==> config.mk <==
export PLATFORM = sky130hd
export DESIGN_NAME = lru_stack_update
export DESIGN_NICKNAME = d
export VERILOG_FILES = /design/src/design/lsu_pkg.sv /design/src/design/lsu_list_core.sv /design/src/design/lru_stack_update.sv
export SDC_FILE = /design/constraint.sdc
export NUM_CORES = 1
export LEC_CHECK = 0
export BUFFER_PORTS_ARGS = -buffer_cell sky130_fd_sc_hd__buf_2
export CORE_AREA = 2 2 204 206
export CTS_CLUSTER_DIAMETER = 100
export DETAILED_ROUTE_END_ITERATION = 16
export DIE_AREA = 0 0 206 208
export HOLD_SLACK_MARGIN = 0.08
export SETUP_SLACK_MARGIN = 0.05
export SKIP_LAST_GASP = 1
export SLEW_MARGIN = 25
export SYNTH_ARGS = -nofsm -noshare
export SYNTH_HDL_FRONTEND = slang
export SYNTH_SLANG_ARGS = --single-unit
export TNS_END_PERCENT = 100
==> constraint.sdc <==
create_clock -name clk -period 4.4 [get_ports clk]
set_input_delay 1.32 -clock clk [delete_from_list [all_inputs] [get_ports clk]]
set_output_delay 1.32 -clock clk [all_outputs]
set_load 0.005 [all_outputs]
==> src/design/lsu_pkg.sv <==
package lsu_pkg;

	// Buffer count and link code widths
	localparam int NUM_BUFFERS = 16;
	localparam int IDX_W       = 4;
	localparam int LINK_W      = 5;

	// Link codes beyond the buffer range
	localparam logic [LINK_W-1:0] LINK_END    = LINK_W'(NUM_BUFFERS);
	localparam logic [LINK_W-1:0] LINK_NOT_IN = LINK_W'(NUM_BUFFERS + 1);

	// Request commands
	localparam logic CMD_ACCESS = 1'b0;
	localparam logic CMD_DELETE = 1'b1;

	typedef logic [LINK_W-1:0] link_t;
	typedef logic [IDX_W-1:0]  idx_t;

	// Result of one request, passed from the list core to the result register
	typedef struct packed {
		idx_t mru_index;
		idx_t victim_index;
		logic list_empty;
		logic was_present;
	} lsu_result_t;

	// True when a link code names a buffer
	function automatic logic is_buf(input link_t code);
		return code < LINK_W'(NUM_BUFFERS);
	endfunction

endpackage

==> src/design/lsu_list_core.sv <==
module lsu_list_core
	import lsu_pkg::*;
(
	input  logic        clk,
	input  logic        arst_n,
	input  logic        upd_en,
	input  logic        cmd,
	input  idx_t        buf_index,
	output lsu_result_t res
);

	link_t next_q [NUM_BUFFERS];
	link_t prev_q [NUM_BUFFERS];
	link_t head_q;
	link_t tail_q;

	link_t next_d [NUM_BUFFERS];
	link_t prev_d [NUM_BUFFERS];
	link_t head_d;
	link_t tail_d;

	link_t buf_code;
	link_t prev_b;
	link_t next_b;
	logic  present;
	logic  do_detach;
	logic  do_push;
	logic  empty_d;

	// Look up the named buffer's links
	assign buf_code  = LINK_W'(buf_index);
	assign prev_b    = prev_q[buf_index];
	assign next_b    = next_q[buf_index];
	assign present   = (prev_b != LINK_NOT_IN) || (next_b != LINK_NOT_IN);
	assign do_detach = present && ((cmd == CMD_DELETE) || (head_q != buf_code));
	assign do_push   = (cmd == CMD_ACCESS) && (!present || (head_q != buf_code));

	// Unlink, then push at head, on copies of the list
	always_comb begin
		next_d = next_q;
		prev_d = prev_q;
		head_d = head_q;
		tail_d = tail_q;
		if (do_detach) begin
			if (is_buf(prev_b)) begin
				next_d[prev_b[IDX_W-1:0]] = next_b;
			end else begin
				head_d = next_b;
			end
			if (is_buf(next_b)) begin
				prev_d[next_b[IDX_W-1:0]] = prev_b;
			end else begin
				tail_d = prev_b;
			end
			next_d[buf_index] = LINK_NOT_IN;
			prev_d[buf_index] = LINK_NOT_IN;
		end
		if (do_push) begin
			prev_d[buf_index] = LINK_END;
			next_d[buf_index] = head_d;
			if (is_buf(head_d)) begin
				prev_d[head_d[IDX_W-1:0]] = buf_code;
			end else begin
				tail_d = buf_code;
			end
			head_d = buf_code;
		end
	end

	// Report the list as it stands after the request
	always_comb begin
		empty_d          = !is_buf(head_d);
		res.mru_index    = empty_d ? '0 : head_d[IDX_W-1:0];
		res.victim_index = (empty_d || !is_buf(tail_d)) ? '0 : tail_d[IDX_W-1:0];
		res.list_empty   = empty_d;
		res.was_present  = present;
	end

	// Hold the list state; advance it when a request leaves the input stage
	always_ff @(posedge clk or negedge arst_n) begin
		if (!arst_n) begin
			for (int i = 0; i < NUM_BUFFERS; i++) begin
				next_q[i] <= LINK_NOT_IN;
				prev_q[i] <= LINK_NOT_IN;
			end
			head_q <= LINK_END;
			tail_q <= LINK_END;
		end else if (upd_en) begin
			next_q <= next_d;
			prev_q <= prev_d;
			head_q <= head_d;
			tail_q <= tail_d;
		end
	end

endmodule

==> src/design/lru_stack_update.sv <==
// Channel   Direction  Handshake           Payload
// in        request    in_valid/in_stall   cmd, buf_index
// out       result     out_valid/out_stall mru_index, victim_index, list_empty, was_present
//
// One request per cycle sustained while out_stall is low; a result comes from its request
// via the input register, then the result register. The list update sits between them.
// Reset empties the list at once: no clearing pass.
// in_stall rises only while the input register is full and the result register is
// held by out_stall.
module lru_stack_update
	import lsu_pkg::*;
(
	input  logic clk,
	input  logic arst_n,
	input  logic in_valid,
	output logic in_stall,
	input  logic cmd,
	input  idx_t buf_index,
	output logic out_valid,
	input  logic out_stall,
	output idx_t mru_index,
	output idx_t victim_index,
	output logic list_empty,
	output logic was_present
);

	logic        valid_s1;
	logic        cmd_s1;
	idx_t        buf_s1;
	logic        out_valid_q;
	lsu_result_t res_q;
	lsu_result_t res;
	logic        adv;

	// Move the input stage on when the result register is free or being taken
	assign adv      = !out_valid_q || !out_stall;
	assign in_stall = valid_s1 && !adv;

	lsu_list_core u_core (
		.clk       (clk),
		.arst_n    (arst_n),
		.upd_en    (valid_s1 && adv),
		.cmd       (cmd_s1),
		.buf_index (buf_s1),
		.res       (res)
	);

	// Input register
	always_ff @(posedge clk or negedge arst_n) begin
		if (!arst_n) begin
			valid_s1 <= 1'b0;
		end else if (!in_stall) begin
			valid_s1 <= in_valid;
		end
	end

	always_ff @(posedge clk) begin
		if (!in_stall && in_valid) begin
			cmd_s1 <= cmd;
			buf_s1 <= buf_index;
		end
	end

	// Result register
	always_ff @(posedge clk or negedge arst_n) begin
		if (!arst_n) begin
			out_valid_q <= 1'b0;
		end else if (adv) begin
			out_valid_q <= valid_s1;
		end
	end

	always_ff @(posedge clk) begin
		if (adv && valid_s1) begin
			res_q <= res;
		end
	end

	assign out_valid    = out_valid_q;
	assign mru_index    = res_q.mru_index;
	assign victim_index = res_q.victim_index;
	assign list_empty   = res_q.list_empty;
	assign was_present  = res_q.was_present;

	// An access leaves the buffer at the head
	a_access_to_head: assert property (@(posedge clk) disable iff (!arst_n)
		valid_s1 && adv && (cmd_s1 == CMD_ACCESS) |=>
			out_valid && !list_empty && (mru_index == $past(buf_s1)))
		else $error("access did not move buffer to head");

	// A deleted buffer is no longer at the head
	a_delete_off_head: assert property (@(posedge clk) disable iff (!arst_n)
		valid_s1 && adv && (cmd_s1 == CMD_DELETE) |=>
			list_empty || (mru_index != $past(buf_s1)))
		else $error("deleted buffer still at head");

	// An empty list reports zero head and victim
	a_empty_zero: assert property (@(posedge clk) disable iff (!arst_n)
		out_valid && list_empty |-> (mru_index == '0) && (victim_index == '0))
		else $error("empty list with nonzero indexes");

endmodule

==> results.txt <==
The count of max-cap constraint violations is 0. The count of yosys warnings during synthesis is 0. The transition time of the tightest slew-check pin is 0.9596 ns. The final core area utilization came out at 34.38%. The synthesized netlist occupies a cell area of 12100 um^2.

The number of synthesized flops with an enable pin came out at 15. The routed design has 48710 um of wire. Entering global routing, the biggest net connects 196 pins. The placeable core area is 40550 um^2. The top cell types in the final layout, fill and taps aside, are sky130_fd_sc_hd__nand2_1, sky130_fd_sc_hd__nor2_1, sky130_fd_sc_hd__dfrtp_1, sky130_fd_sc_hd__buf_4, sky130_fd_sc_hd__o21ai_0. The first global-routing pass estimated 72710 um of wire. The area occupied by multi-input gates is 6783 um^2. The area overhead of the layout relative to synthesis came out at 15.17%. The worst setup path is captured at a flip-flop. The count of boundary I/O pins is 21.

The hold slack is 0.4657 ns. The count of port buffers added during placement is 20. The floorplan die area is 42850 um^2. A synthesized cell averages 9.026 um^2. The number of vias per cell is 6.026. The largest vdd supply drop came out at 0.3516 mV. The type of origin of the critical path is a flip-flop. Setup violations remaining at the end of the flow were counted as 0.

The top achievable clock speed came out at 229.8 MHz. Setup repair after global routing could not meet its margin everywhere. The clock insertion delay at the later pin of the skew report came out at 0.47 ns. The required time of the critical path is 4.74 ns. The count of nets left with antenna violations after detail routing came out at 0. The overall die height came out at 208 um. The hold violation total from the final report is 0. Global routing used 22.83% of the available tracks.

The congestion estimate from routability-driven global placement came to 1.009. The filler cell count in the final layout came out at 4133. The post-CTS clock slew at the launch and capture registers of the worst setup and hold paths is 0.08 ns. The register bit count reported by yosys is 187. The tightest slew margin relative to the limit is 36.03%. The highest cell delay on the worst timing path came out at 0.58 ns. Once the floorplan was initialized, standard cells occupied 29.85% of the core. For this design the ratio of total power to cell area is 650.4 nW/um^2. The antenna cell count came out at 0. The remaining global-route overflow is 0.

The data arrival time of the worst path came out at 4.70 ns. The worst setup path is of the flip-flop to flip-flop kind. The pre-CTS setup slack is 0.1134 ns.

The quantity of hold-fixing buffers added after cts is 0. The post-place instance area came out at 13300 um^2. The H-tree was split into 4 levels. The TritonCTS buffer count came out at 17. The via count of the first global-routing pass was 11330. The clock root buffer is sky130_fd_sc_hd__clkbuf_16. For the finished layout, the period the worst path requires is 4.351 ns.

In the finished design, the share of the clock period the worst path needs comes to 98.89%. The number of different library cells in the post-synthesis netlist is 74. The largest buffer count on any clock path came out at 2. CTS saw 187 sinks. The sum of buffers and inverters on the critical path came out at 4.

In this run the worst path has a maximum fanout of 27. The violation count after the first detailed-route iteration is 1484. The floorplan has 74 rows. The final max-slew violation count came out at 0. The post-synthesis cell count is 1341.

TritonCTS built the clock tree. The slowest cell on the critical path is sky130_fd_sc_hd__mux4_2. The post-detailed-route wirelength per cell is 25.25 um.

The post-layout net count came out at 1393. On the critical path the largest part of the delay comes from multiplexers. The number of nets in the synthesized netlist came out at 1350.

The flow ran to the end, and the final reports show no timing, DRC or antenna violations. Across all layers, the routed design uses 11620 vias. The share of async-settable or async-resettable flops after synthesis is 91.98%. The initial antenna violation count is 1. The cell leakage power is 5.508 nW. The finished cells cover 13940 um^2. The library cell used most frequently in the layout, excluding fill and tap cells, is sky130_fd_sc_hd__nand2_1. Measured along the x axis, the die boundary spans 206 um. After layout, the worst setup slack is 0.04862 ns. The worst clock skew on the final layout is 0.01442 ns.

Cells with a size suffix above 1 make up 22.05% of the layout. The main flop type after synthesis is sky130_fd_sc_hd__dfrtp_1. The number of DRC violations after detailed routing came out at 0. The classification of the worst-slack hold path is flip-flop to flip-flop. Traced cell by cell, the critical path runs through buf_12 -> buf_4 -> mux4_2 -> mux4_2 -> o31ai_2 -> a21oi_1 -> a21oi_1 -> nand2_1 -> buf_4 -> nor4_2 -> buf_4 -> a2111oi_0 -> o41ai_1. The setup TNS came out at 0 ns. The number of iterations in the first detailed-routing pass is 5. The sequential cells in the finished layout cover a total of 4837 um^2. The library cell appearing most often on the critical path is sky130_fd_sc_hd__buf_4. The HPWL after detailed placement came out at 34690 um. The sequential area share after synthesis came out at 39.96%.
[path summary, 6_finish.rpt]
path / depth (start not counted) / to / from / slack, ns
min reg2reg: 2 / u_core.prev_q[4]$_DFFE_PN1P_ / u_core.prev_q[4]$_DFFE_PN1P_ / 0.47
min in group asynchronous: 1 / u_core.prev_q[37]$_DFFE_PN0P_ / arst_n / 0.87
max in group asynchronous: 2 / u_core.next_q[0]$_DFFE_PN1P_ / arst_n / 2.57
max reg2reg: 13 / u_core.prev_q[25]$_DFFE_PN1P_ / buf_s1[0]$_DFFE_PP_ / 0.05
min: 2 / u_core.prev_q[4]$_DFFE_PN1P_ / u_core.prev_q[4]$_DFFE_PN1P_ / 0.47
max: 13 / u_core.prev_q[25]$_DFFE_PN1P_ / buf_s1[0]$_DFFE_PP_ / 0.05
[Yosys cell counts, drive strengths merged, types with 7 or more instances]
| master | count | share of area, % |
|---|---|---|
| nand2b | 13 | 0.67 |
| and3 | 17 | 0.88 |
| nand3 | 24 | 1.1 |
| o21ai | 112 | 4.7 |
| edfxtp | 15 | 3.7 |
| dfstp | 66 | 14 |
| dfrtp | 106 | 22 |
| o221ai | 16 | 1.2 |
| mux4 | 41 | 7.6 |
| a22o | 12 | 0.87 |
| mux2 | 9 | 0.84 |
| nand4 | 8 | 0.47 |
| a211oi | 7 | 0.43 |
| nor2 | 136 | 4.3 |
| clkbuf | 85 | 2.6 |
| a21o | 10 | 0.62 |
| nor3 | 33 | 1.5 |
| a221o | 7 | 0.58 |
| nor2b | 8 | 0.41 |
| and2 | 9 | 0.47 |
| o22a | 23 | 1.7 |
| a31oi | 10 | 0.52 |
| a21oi | 82 | 3.4 |
| o31ai | 17 | 1.1 |
| o22ai | 26 | 1.4 |
| a22oi | 73 | 4.5 |
| inv | 17 | 0.53 |
| mux2i | 54 | 4.5 |
| nand2 | 207 | 6.4 |
| o21a | 18 | 1.1 |
| buf | 22 | 1.1 |
[per-stage QoR]
step | std cells | power, mW
after floorplan | 1341 | 5.535
after global placement | 1894 | 7.257
after detailed placement | 1894 | 7.303
after CTS | 1926 | 8.886
after global routing | 1929 | 9.478
final | 1929 | 9.067
[power breakdown]
group,switching [mW],internal (mW),total (mW)
clock network,0.723,0.843,1.57
logic,2.81,1.59,4.40
registers,0.489,2.61,3.10
[cell families after synthesis]
logic type / after synthesis / synth area share (%)
simple gates: 471 / 17.39
compound gates: 450 / 25.12
flops: 187 / 39.96
buf+inv: 125 / 4.310
mux: 104 / 12.93
xor+xnor: 4 / 0.2894
[area by class of cell]
class	instances	share of cell area [%]
multi-input cells	1029	48.65
flip-flops and latches	187	34.70
repair buffers	131	7.243
well taps	532	4.775
clock buffers	23	3.500
clock inverters	9	0.6462
inverters	18	0.4847
[flip-flops by register name, indices dropped and copies added, names as in the netlist]
signal         cells
u_core.tail_q      5
valid_s1           1
cmd_s1             1
mru_index          4
out_valid          1
buf_s1             4
u_core.head_q      5
list_empty         1
u_core.prev_q     80
u_core.next_q     80
victim_index       4
was_present        1
[routing by layer]
metal / global-route usage [%] / share of wire, % / vias to the layer above
met5: 0 / 0 / -
met4: 10.74 / 4.4 / 0
met3: 4.731 / 8.5 / 129
met2: 34.64 / 45 / 644
met1: 30.98 / 42 / 5764
li1: - / - / 5087
[what timing repair did]
| action | CTS | global route |
|---|---|---|
| endpoints found under the hold margin | 0 | 0 |
| setup buffers | 0 | 3 |
| setup endpoints to repair | 0 | 44 |
| gates resized for setup | 0 | 9 |
[tightest hold or removal path: cells and delay by family (launching register included)]
| family | cells | cell delay [ns] |
|---|---|---|
| AOI/OAI and AO/OA | 1 | 0.05 |
| buffers and inverters | 1 | 0.04 |
| DFF | 1 | 0.38 |
(Power assumes the default switching activity.)
